`src/rtl/vcrd_pkg.sv`:
```
`default_nettype none
// ---------------------------------------------------------------------------
// vcrd_pkg: shared types and constants of the vector clock race detector
// Holds event codes, race codes and the controller-to-datapath command set.
// ---------------------------------------------------------------------------
package vcrd_pkg;

    localparam int NumThreadsDef = 8;
    localparam int NumLocksDef   = 8;
    localparam int NumVarsDef    = 64;
    localparam int ClockBitsDef  = 32;

    localparam int OpW   = 3;
    localparam int TidW  = 3;
    localparam int VarW  = 6;
    localparam int LockW = 3;
    localparam int KindW = 2;

    // event kinds
    localparam logic [OpW-1:0] OP_READ    = 3'd0;
    localparam logic [OpW-1:0] OP_WRITE   = 3'd1;
    localparam logic [OpW-1:0] OP_ACQUIRE = 3'd2;
    localparam logic [OpW-1:0] OP_RELEASE = 3'd3;
    localparam logic [OpW-1:0] OP_FORK    = 3'd4;
    localparam logic [OpW-1:0] OP_JOIN    = 3'd5;

    // race kinds
    localparam logic [KindW-1:0] KIND_NONE = 2'd0;
    localparam logic [KindW-1:0] KIND_WR   = 2'd1;
    localparam logic [KindW-1:0] KIND_WW   = 2'd2;
    localparam logic [KindW-1:0] KIND_RW   = 2'd3;

    // datapath step commands
    typedef enum logic [2:0] {
        CMD_NONE,
        CMD_LOAD,     // latch request, look up variable shadow
        CMD_CLR,      // clearing pass step
        CMD_CHK,      // clock reads, plus epoch checks for read or write
        CMD_WALK,     // one vector entry step
        CMD_FINISH    // commit and produce result
    } cmd_e_t;

    typedef struct packed {
        cmd_e_t cmd;
    } vcrd_cmd_t;

    typedef struct packed {
        logic clr_done;
        logic walk_done;
        logic need_walk;
    } vcrd_sts_t;

endpackage : vcrd_pkg
`default_nettype wire

```
`src/rtl/vcrd_ctrl.sv`:
```
`default_nettype none
// ---------------------------------------------------------------------------
// vcrd_ctrl: sequencer for the race detector
// Runs the clearing pass, then per request: load, check, walk if needed, finish, output.
// ---------------------------------------------------------------------------
module vcrd_ctrl import vcrd_pkg::*; (
    input  wire logic      aclk,
    input  wire logic      aresetn,
    input  wire logic      s_valid,
    output logic           s_ready,
    output logic           m_valid,
    input  wire logic      m_ready,
    input  wire vcrd_sts_t sts,
    output vcrd_cmd_t      cmd,
    output logic           cap
);
    typedef enum logic [2:0] {
        ST_CLEAR, ST_IDLE, ST_CHK, ST_WALK, ST_FIN, ST_OUT
    } state_t;

    state_t state_reg, state_next;
    logic   [1:0] chk_reg, chk_next;
    logic   m_valid_reg, m_valid_next;

    // next state
    always_comb begin
        state_next   = state_reg;
        chk_next     = chk_reg;
        m_valid_next = m_valid_reg;
        cmd.cmd      = CMD_NONE;
        cap          = 1'b0;
        if (m_valid_reg && m_ready) m_valid_next = 1'b0;
        unique case (state_reg)
            ST_CLEAR: begin
                cmd.cmd = CMD_CLR;
                if (sts.clr_done) state_next = ST_IDLE;
            end
            ST_IDLE: begin
                if (s_valid) begin
                    cmd.cmd = CMD_LOAD; state_next = ST_CHK; chk_next = '0;
                end
            end
            ST_CHK: begin
                cmd.cmd = CMD_CHK; chk_next = chk_reg + 1'b1;
                if (chk_reg == 2'd3) state_next = ST_WALK;
            end
            ST_WALK: begin
                if (!sts.need_walk) begin
                    state_next = ST_FIN;
                end else begin
                    cmd.cmd = CMD_WALK;
                    if (sts.walk_done) state_next = ST_FIN;
                end
            end
            ST_FIN: begin
                // wait for a free output register
                if (!m_valid_reg || m_ready) begin
                    cmd.cmd = CMD_FINISH; cap = 1'b1;
                    m_valid_next = 1'b1; state_next = ST_IDLE;
                end
            end
            default: state_next = ST_IDLE;
        endcase
    end

    // hold state and output valid
    always_ff @(posedge aclk) begin
        if (!aresetn) begin
            state_reg   <= ST_CLEAR;
            chk_reg     <= '0;
            m_valid_reg <= 1'b0;
        end else begin
            state_reg   <= state_next;
            chk_reg     <= chk_next;
            m_valid_reg <= m_valid_next;
        end
    end

    assign s_ready = (state_reg == ST_IDLE);
    assign m_valid = m_valid_reg;

`ifndef SYNTHESIS
    a_no_acc_clear: assert property (@(posedge aclk) disable iff (!aresetn)
        state_reg == ST_CLEAR |-> !s_ready)
        else $error("request accepted during clearing pass");
    a_out_after_fin: assert property (@(posedge aclk) disable iff (!aresetn)
        cap |=> m_valid)
        else $error("finished request left no result");
    a_hold_out: assert property (@(posedge aclk) disable iff (!aresetn)
        m_valid && !m_ready |=> m_valid)
        else $error("result dropped while stalled");
`endif
endmodule : vcrd_ctrl
`default_nettype wire
```
`config.mk`:
```
export PLATFORM = sky130hd
export DESIGN_NAME = vcrd_ctrl
export DESIGN_NICKNAME = d
export VERILOG_FILES = /design/src/rtl/vcrd_pkg.sv /design/src/rtl/vcrd_ctrl.sv
export SDC_FILE = /design/constraint.sdc
export NUM_CORES = 1
export LEC_CHECK = 0
export BUFFER_PORTS_ARGS = -buffer_cell sky130_fd_sc_hd__buf_2
export CAP_MARGIN = 20
export CORE_AREA = 4 4 41 43
export DETAILED_ROUTE_END_ITERATION = 6
export DIE_AREA = 0 0 45 47
export GPL_ROUTABILITY_DRIVEN = 0
export MAX_ROUTING_LAYER = met4
export PLACE_DENSITY_LB_ADDON = 0.15
export SYNTH_ARGS = -nofsm -noshare
export SYNTH_HDL_FRONTEND = slang
export SYNTH_SLANG_ARGS = --single-unit
export TNS_END_PERCENT = 5
```
`constraint.sdc`:
```
create_clock -name aclk -period 1.4 [get_ports aclk]
set_input_delay 0.35 -clock aclk [delete_from_list [all_inputs] [get_ports aclk]]
set_output_delay 0.35 -clock aclk [all_outputs]
set_load 0.02 [all_outputs]
```
# Word-level counts from Yosys, hierarchy flattened
# Cells that the tools add are included.
classes:
  add_sub_neg: 1
  n_eq_ne: 10
  mux: 18
  reduce_logical: 7
op_table:
  columns: ["cell", "n"]
  rows:
  - ["$pmux 3 s5", 2]
  - ["$mux 3", 8]
  - ["$ne 2x2->1 const B", 4]
  - ["$eq 3x2->1 const B", 2]
  - ["$mux 1", 6]
  - ["$reduce_and 5->1", 1]
  - ["$pmux 2 s2", 1]
  - ["$eq 3x1->1 const B", 1]
  - ["$eq 3x3->1 const B", 1]
  - ["$logic_not 3->1", 1]
  - ["$ne 3x3->1 const B", 1]
  - ["$add 2x1->2 const B", 1]
  - ["$eq 2x2->1 const B", 1]
  - ["$mux 2", 1]
  - ["$reduce_and 2->1", 1]
  - ["$reduce_bool 2->1", 1]
  - ["$logic_and 1x1->1", 1]
  - ["$logic_not 1->1", 1]
  - ["$logic_or 1x1->1", 1]
word_totals:
  register_bits: 6
  in_bits: 7
  out_inout_bits: 6
  word_cells: 39

# Logic depth before layout (Yosys ltp)
# Gate-level depths: netlist of the first run.
depth:
  ltp_word: 4
  mapped_depth: 4
  ltp_nobuf: 4

# Worst setup path after synthesis of the first run
# Ideal clock, no wire load.
synth_timing:
  path_kind: "register to output"
  startpoint: "register m_valid_reg, in the netlist m_valid"
  endpoint: "output port cmd[0] (netlist bit)"
  arrival_ps: 1192
  required_time_ps: 1050
  setup_slack_ps: -142
  stages_incl_launch_ff: 4
  path_buffers: 0
  cell_sequence: "dfxtp_1 > nor2b_1 > and2b_1 > o21bai_1"
synth_lines:
  columns: ["element", "line", "rtl"]
  rows:
  - ["start: declaration", "vcrd_ctrl.sv:23", "logic m_valid_reg, m_valid_next;"]
  - ["start signal: assignment", "vcrd_ctrl.sv:75", "m_valid_reg <= m_valid_next;"]
  - ["end: declaration", "vcrd_ctrl.sv:14", "output vcrd_cmd_t cmd,"]

==> run summary, run 1 <==
clock-pin slew on the worst setup and hold paths: 0.05 ns
met3 usage: 6.897%
run status: finished, violations left
yosys synthesis warning count: 0
cell area after placement: 530.5 um2
Crit. End Element: output pin
sequential-to-total area share from yosys stat: 30.00%
post-route worst setup slack: -0.1778 ns
initial antenna violation count: 0
Min-Delay Path Class: input pin to flip-flop
final net count: 79
fin crit period: 1.578 ns
WHS: 0.3723 ns
vias after detailed routing: 396
#FFs+latches synth: 6
Post-Route Setup TNS: -0.5052 ns
Tot Pwr: 499.1 uW
number of max-cap violations: 0
final wirelength: 911 um
# clock sinks: 6
Reg power frac: 40.0%
failing checks: setup timing
first-pass GRT wire length: 1.497 mm
grt ovf: 0
Fmax achieved: 633.8 MHz
FP Rows: 13
number of global-route vias before repair: 373
Post-Syn Instances: 47
Hold Fails Final Rpt: 0
largest net degree at the start of global routing: 8
fraction of layout cells with a size suffix above 1: 55.07%
die area: 2115 um2
post-route cell area: 610.6 um2
switching fraction of total power: 29.26%
WL/cell: 10.85 um
Yosys cell types: 22
Worst-Skew Late Latency: 0.24 ns
worst-margin pin slew: 0.2845 ns
slew margin rel.: 80.95%
Top Ports: 13
Vias per Instance: 4.714
Cell Area, Synth: 400.4 um2
Logic pwr share: 28.0%
final setup fails: 4
floorplan core area: 1301 um2
H-tree depth: 1
synth-to-layout area growth: 52.50%
unrepaired setup endpoints after global routing: yes
drt first pass iters: 1
Antenna Cells: 0
hold buffer count at cts: 0
Die Span Y: 47 um
Seq. cell area: 130.1 um2
Psw: 146.0 uW
max reg flops: 3
initial core utilization: 30.77%
Fillers: 144
post-route antenna net violation count: 0
met2 Use GR: 16.38%
final-report max-slew violation count: 0
CP startpoint kind: flip-flop
Worst EP arrival: 1.23 ns
Synthesized Nets: 55
Multi-input gate area: 271.5 um2
# port buffers: 12
Inserted Clock Buffers: 3
Critical Path Fanout Max: 7
PwrDens: 817.3 nW/um2
leakage: 0.0002889 uW
clock share of power: 32.1%
Data required, critical path: 1.05 ns
Layout Utilization: 46.92%
Iteration-0 DRC Markers: 0
grt met1 use: 10.98%
drt drc: 0
Worst Setup Path Type: flip-flop to output pin
Cell Int Power: 353.0 uW
CTS tree: yes
Mean Syn Cell Area: 8.519 um2
GRT Total Usage: 10.38%
Final period util: 112.7%
root buffer cell: clkbuf_4
clk buf depth: 2
gr busiest metal: met2
Worst VDD drop: 0.3063 mV
chip width: 45 um
Worst Clk Skew: 0.0003440 ns
[layout make-up]
class / instances / share of cell area [%]
sequential: 6 / 21.31
inverter: 3 / 1.844
multi-input combinational: 35 / 44.47
timing repair buffer: 22 / 25.61
tap: 15 / 3.074
clock buffer: 3 / 3.689
[metrics by stage]
step / std cells / setup WS (ns)
final: 84 / -0.1778
after global routing: 84 / -0.2508
after CTS: 83 / -0.1960
after detailed placement: 78 / -0.1045
after global placement: 78 / -0.1003
after floorplan: 47 / -0.01134
[cells in the mapped netlist]
cell / instances / area share [%]
inv_1: 3 / 2.8
nand2_1: 1 / 0.94
nand2b_1: 2 / 3.1
nand3b_1: 2 / 3.7
dfxtp_1: 6 / 30
a21oi_1: 3 / 3.7
and3b_1: 2 / 4.4
nor3b_2: 2 / 6.2
a2111oi_2: 1 / 3.7
a21o_1: 1 / 1.9
or2_2: 1 / 1.6
ha_1: 1 / 3.1
nor2b_1: 3 / 4.7
or3b_1: 1 / 2.2
o21ai_0: 2 / 2.5
buf_6: 1 / 2.8
a211oi_1: 3 / 5.6
and2b_1: 1 / 1.9
o221a_2: 1 / 2.8
o21bai_1: 1 / 1.9
buf_4: 2 / 3.7
nor2_1: 7 / 6.6
[power by group through the flow]
stage	Clock, uW	Combinational [uW]	Sequential [uW]
after global routing	180	152	201
after floorplan	0	99.3	192
final	160	140	199
after global placement	0	125	202
after CTS	169	137	200
after detailed placement	0	125	203
[critical path: stages, from the launching register on]
cell	delay, ns
dfxtp_4	0.37
nor3b_4	0.19
and2b_2	0.19
o21bai_4	0.11
buf_6	0.12
[path summary, 6_finish.rpt]
path | startpoint | to | slack, ns | cells after the start
max | state_reg[0] | cmd[0] | -0.18 | 4
min | aresetn | chk_reg[0] | 0.37 | 2
max reg2reg | chk_reg[0] | chk_reg[1] | 0.14 | 4
min reg2reg | state_reg[2] | state_reg[1] | 0.54 | 2
[layer usage]
layer  up-vias  part of all wire, %
met5         -                    0
met4         0                    0
met3         0                  9.5
met2        12                   46
met1       175                   44
li1        209                    -
[cells by family after synthesis]
group | share of synthesized area (%)
fa+ha+maj | 3.125
buf+inv | 9.374
simple gates | 35.31
compound gates | 22.19
flops | 30.00
[placed cells by master, fill, tap and decap left out, drive strengths merged]
cell      n
a211oi    3
buf      22
o221a     1
nand2b    2
ha        1
or3b      1
a2111oi   1
inv       3
nor2      7
dfxtp     6
nand3b    2
clkbuf    3
nor3b     2
nand2     1
and3b     2
or2       1
a21oi     3
a21o      1
o21ai     2
o21bai    1
nor2b     3
and2b     1
[what timing repair did]
item,in CTS,in global routing
pin swaps,0,1
endpoints found under the setup margin,5,5
gates resized for setup,9,3
buffers inserted,2,1
Power figures use the tool's default switching activity.
==> run 2: changes to the inputs <==
Settings changed: PLACE_DENSITY set to 0.62, PLACE_DENSITY_LB_ADDON 0.15 to not set.
==> run summary, run 2 (synthesis results as in run 1) <==
vias after detailed routing: 401 (+1.3%)
post-route worst setup slack: -0.1667 ns (+0.01117 ns)
Hold Crit Depth: 3 (+1)
hold buffer count at cts: 0 (unchanged)
WL/cell: 10.82 um (-0.24%)
CTS tree: yes
final-report max-slew violation count: 0 (unchanged)
fin crit period: 1.567 ns (-0.01117 ns)
Reg2Reg Setup Slack: 0.14 ns (about the same)
Die Span Y: 47 um (unchanged)
final net count: 78 (-1.3%)
clock-pin slew on the worst setup and hold paths: 0.05 ns (about the same)
number of global-route vias before repair: 411 (+10%)
largest net degree at the start of global routing: 9 (+1)
Worst Clk Skew: 0.004922 ns (+0.004578 ns)
Vias per Instance: 4.831 (+2.5%)
chip width: 45 um (unchanged)
Top Ports: 13 (unchanged)
hold endpoint: chk_reg[1]
H-tree depth: 1 (unchanged)
CP startpoint kind: flip-flop
run status: finished, violations left
Final period util: 111.9% (-0.80 points)
Crit. End Element: output pin
initial core utilization: 30.77% (unchanged)
Layout Utilization: 45.87% (-1.1 points)
Fmax achieved: 638.3 MHz (+0.71%)
drt drc: 0 (unchanged)
first-pass GRT wire length: 1.600 mm (+6.9%)
Inserted Clock Buffers: 3 (unchanged)
Post-Route Setup TNS: -0.4494 ns (+0.05581 ns)
Iteration-0 DRC Markers: 6 (+6)
leakage: 0.0002815 uW (-2.6%)
Worst-Skew Late Latency: 0.24 ns (about the same)
grt ovf: 0 (unchanged)
final wirelength: 898 um (-1.4%)
slew margin rel.: 82.51% (+1.6 points)
drt first pass iters: 4 (+3)
root buffer cell: clkbuf_4
Worst EP arrival: 1.22 ns (about the same)
critical path startpoint: state_reg[1]
unrepaired setup endpoints after global routing: yes
Worst Setup Path Type: flip-flop to output pin
GRT Total Usage: 10.93% (+0.55 points)
PwrDens: 830.9 nW/um2 (+1.7%)
Min-Delay Path Class: input pin to flip-flop
final setup fails: 4 (unchanged)
fraction of layout cells with a size suffix above 1: 54.41% (-0.66 points)
die area: 2115 um2 (unchanged)
synth-to-layout area growth: 49.06%
post-DP HPWL: 719.7 um
worst-margin pin slew: 0.2608 ns (-0.02374 ns)
most frequent cells in the layout: 10 x buf_4, 9 x buf_2, 6 x nor2_1
clk buf depth: 2 (unchanged)
floorplan core area: 1301 um2 (unchanged)
failing checks: setup timing
Worst Hold Launch: aresetn
number of max-cap violations: 0 (unchanged)
Critical Path Fanout Max: 7 (unchanged)
Worst VDD drop: 0.4288 mV (+40%)
Data required, critical path: 1.05 ns (about the same)
# clock sinks: 6 (unchanged)
commonest non-fill, non-tap cell in the layout: buf_4
FP Rows: 13 (unchanged)
post-route antenna net violation count: 0 (unchanged)
Hold Fails Final Rpt: 0 (unchanged)
# port buffers: 12 (unchanged)
reg-to-reg startpoint: chk_reg[0]
worst reg2reg path endpoint: chk_reg[1]
Antenna Cells: 0 (unchanged)
max reg flops: 3 (unchanged)
initial antenna violation count: 0 (unchanged)
FF-to-FF path depth: 4 (unchanged)
run 2: cell count changes in the layout (fill, tap and decap cells not counted), sizes merged:
cell,change
buf,-1
run 2: layout make-up:
| class | instances | area [um2] |
|---|---|---|
| Timing Repair Buffer | 21 | 142.6 |
| Clock buffer | 3 | 22.52 |
| Multi-Input combinational cell | 35 | 271.5 |
| Fill cell | 138 | 704.4 |
| Sequential cell | 6 | 130.1 |
| Tap cell | 15 | 18.77 |
| Inverter | 3 | 11.26 |
run 2: stage by stage:
step	power [uW]	instances	worst slack [ns]	hold slack [ns]	instance area, um2
after global routing	524.9	83	-0.2192	0.3911	596.8
final	495.9	83	-0.1667	0.3746	596.8
after floorplan	291.0	47	-0.01134	0.4922	432.9
after global placement	323.2	78	-0.05634	0.5231	530.5
after detailed placement	324.8	78	-0.06342	0.5415	530.5
after CTS	502.4	83	-0.1856	0.3742	596.8
run 2: worst max-delay path: stages, from the launching register on:
cell,delay (ns)
dfxtp_4,0.36
nor3b_4,0.19
and2b_2,0.18
o21bai_4,0.11
buf_6,0.12
run 2: routing by layer:
metal | wire length (um) | global-route usage, % | up-vias
li1 | - | - | 205
met1 | 374 | 10.68 | 182
met2 | 464 | 19.21 | 14
met3 | 60 | 4.981 | 0
met4 | 0 | 3.509 | 0
met5 | 0 | - | -
run 2: worst max-delay path by stage:
stage	end	cells after the start
after floorplan	cmd[2]	4
after global placement	cmd[0]	5
after detailed placement	cmd[0]	5
after CTS	cmd[0]	4
after global routing	cmd[0]	4
final	cmd[0]	4
run 2: repair_timing:
| action | in CTS | in global routing |
|---|---|---|
| setup buffers | 2 | 0 |
| endpoints found under the setup margin | 5 | 4 |
| gates resized for setup | 10 | 0 |
run 2: report_power, final:
group	switching, uW	leakage [uW]	internal (uW)	total, uW
Clock	62.3	0.0000138	97.0	159
Sequential	17.7	0.0000512	183	201
Combinational	65.3	0.000216	70.4	136
==> run 3: changes to the inputs <==
Settings changed: CELL_PAD_IN_SITES_DETAIL_PLACEMENT set to 1, CELL_PAD_IN_SITES_GLOBAL_PLACEMENT set to 2, CORE_AREA 4 4 41 43 to not set, CORE_MARGIN set to 4, CORE_UTILIZATION set to 26, DIE_AREA 0 0 45 47 to not set, PLACE_DENSITY 0.62 to 0.83.
Clock period 1.4 ns to 1.8 ns, I/O delays scaled along.
==> run summary, run 3 (synthesis results as in run 1) <==
commonest non-fill, non-tap cell in the layout: buf_2
CP startpoint kind: flip-flop
Top Ports: 13 (unchanged)
post-route antenna net violation count: 0 (unchanged)
Logic pwr share: 27.4% (about the same)
Worst Clk Skew: 0.003440 ns (-0.001482 ns)
Vias per Instance: 5.185 (+7.3%)
Die Span Y: 47.24 um (+0.51%)
number of global-route vias before repair: 360 (-12%)
Cell Int Power: 268.4 uW (-23%)
most frequent cells in the layout: 11 x buf_2, 7 x nor2_1, 7 x buf_4
post-DP HPWL: 732.8 um (+1.8%)
max reg flops: 3 (unchanged)
grt ovf: 0 (unchanged)
drt drc: 0 (unchanged)
Data required, critical path: 1.35 ns (+0.30 ns)
PwrDens: 703.0 nW/um2 (-15%)
initial antenna violation count: 0 (unchanged)
first-pass GRT wire length: 1.587 mm (-0.81%)
initial core utilization: 28.96% (-1.8 points)
run status: complete, no violations
clock-pin slew on the worst setup and hold paths: 0.05 ns (about the same)
FF-to-FF path depth: 5 (+1)
WHS: 0.4774 ns (+0.1028 ns)
crit path to: cmd[0]
clock share of power: 32.3% (+0.2 points)
Crit. End Element: output pin
Reg power frac: 40.3% (-0.2 points)
Worst-Skew Late Latency: 0.25 ns (about the same)
chip width: 47.24 um (+5.0%)
fraction of layout cells with a size suffix above 1: 50.00% (-4.4 points)
critical path startpoint: m_valid
pre-CTS setup slack: 0.08590 ns (+0.1493 ns)
final-report max-slew violation count: 0 (unchanged)
final wirelength: 1.169 mm (+30%)
final net count: 76 (-2.6%)
switching fraction of total power: 30.96% (+1.7 points)
FP Rows: 13 (unchanged)
GRT Total Usage: 10.41% (-0.52 points)
die area: 2232 um2 (+5.5%)
Iteration-0 DRC Markers: 7 (+1)
Inserted Clock Buffers: 3 (unchanged)
Fmax achieved: 568.2 MHz
synth-to-layout area growth: 38.12%
Hold Fails Final Rpt: 0 (unchanged)
final setup fails: 0 (-4)
Min-Delay Path Class: input pin to flip-flop
drt first pass iters: 4 (unchanged)
slew margin rel.: 76.24% (-6.3 points)
fin crit period: 1.760 ns
Critical Path Fanout Max: 3 (-4)
CTS tree: yes
Reg2Reg Setup Slack: 0.43 ns (+0.29 ns)
# clock sinks: 6 (unchanged)
# port buffers: 12 (unchanged)
Worst VDD drop: 0.4566 mV (+6.5%)
number of max-cap violations: 0 (unchanged)
WL/cell: 14.43 um (+33%)
Final period util: 97.77%
Antenna Cells: 0 (unchanged)
clk buf depth: 2 (unchanged)
Worst Setup Path Type: flip-flop to output pin
worst-margin pin slew: 0.3542 ns (+0.09345 ns)
leakage: 0.0002615 uW (-7.1%)
root buffer cell: clkbuf_4
post-route worst setup slack: 0.04014 ns (+0.2068 ns)
largest net degree at the start of global routing: 13 (+4)
reg-to-reg startpoint: state_reg[0]
H-tree depth: 1 (unchanged)
floorplan core area: 1383 um2 (+6.3%)
Worst EP arrival: 1.31 ns (+0.09 ns)
vias after detailed routing: 420 (+4.7%)
worst reg2reg path endpoint: chk_reg[1]
Psw: 120.4 uW (-17%)
==> run 3: cell types whose count changed in the layout (fill, tap and decap cells not counted), sizes merged <==
cell	change
clkbuf	+1
buf	-3
==> run 3: worst min-delay path by stage <==
stage	startpoint	end	slack, ns	cells past startpoint
after CTS	aresetn	chk_reg[0]	0.47	2
after global placement	chk_reg[1]	chk_reg[1]	0.52	2
after detailed placement	chk_reg[1]	chk_reg[1]	0.53	2
after floorplan	chk_reg[1]	chk_reg[1]	0.50	2
final	aresetn	chk_reg[0]	0.48	2
after global routing	aresetn	chk_reg[0]	0.48	2
==> run 3: power groups by stage <==
stage	Sequential [uW]	Combinational (uW)	Clock [uW]
after global placement	160	76.0	0
after floorplan	148	69.8	0
after detailed placement	160	77.8	0
after CTS	159	78.5	133
after global routing	157	117	139
final	157	107	126
==> run 3: final cells by class <==
type / count / area [um2]
fill: 176 / 829.5
multi-input combinational: 35 / 257.7
sequential: 6 / 130.1
timing repair buffer: 19 / 112.6
clock buffer: 3 / 22.52
tap: 15 / 18.77
inverter: 3 / 11.26
==> run 3: repair_timing <==
item,4_1_cts,5_1_grt
gates resized for setup,2,9
gates cloned,0,0
pin swaps,1,1
endpoints found under the setup margin,2,2
hold buffers,0,0
buffers inserted,1,5
==> run 3: critical path, stage by stage, from the launching register on <==
cell and delay (ns):
dfxtp_2 0.33, nor2b_4 0.15, and2b_2 0.24, o21bai_1 0.17
buf_4 0.17
==> run 3: routing by layer <==
layer	up-vias	GRT usage [%]	wire length, um
met5	-	-	0
met2	13	15.24	554
met4	0	0	31
met1	202	13.35	508
met3	2	5.747	75
li1	203	-	-
==> run 3: per-stage QoR <==
step	utilization [%]	std cells	TNS, ns	area [um2]	power [uW]
final	40.00	81	0	553.0	388.8
after CTS	35.66	76	0	493.0	370.5
after global placement	33.30	72	0	460.4	236.3
after floorplan	-	47	0	400.4	218.1
after global routing	40.00	81	-0.03160	553.0	413.6
after detailed placement	33.30	72	0	460.4	238.0
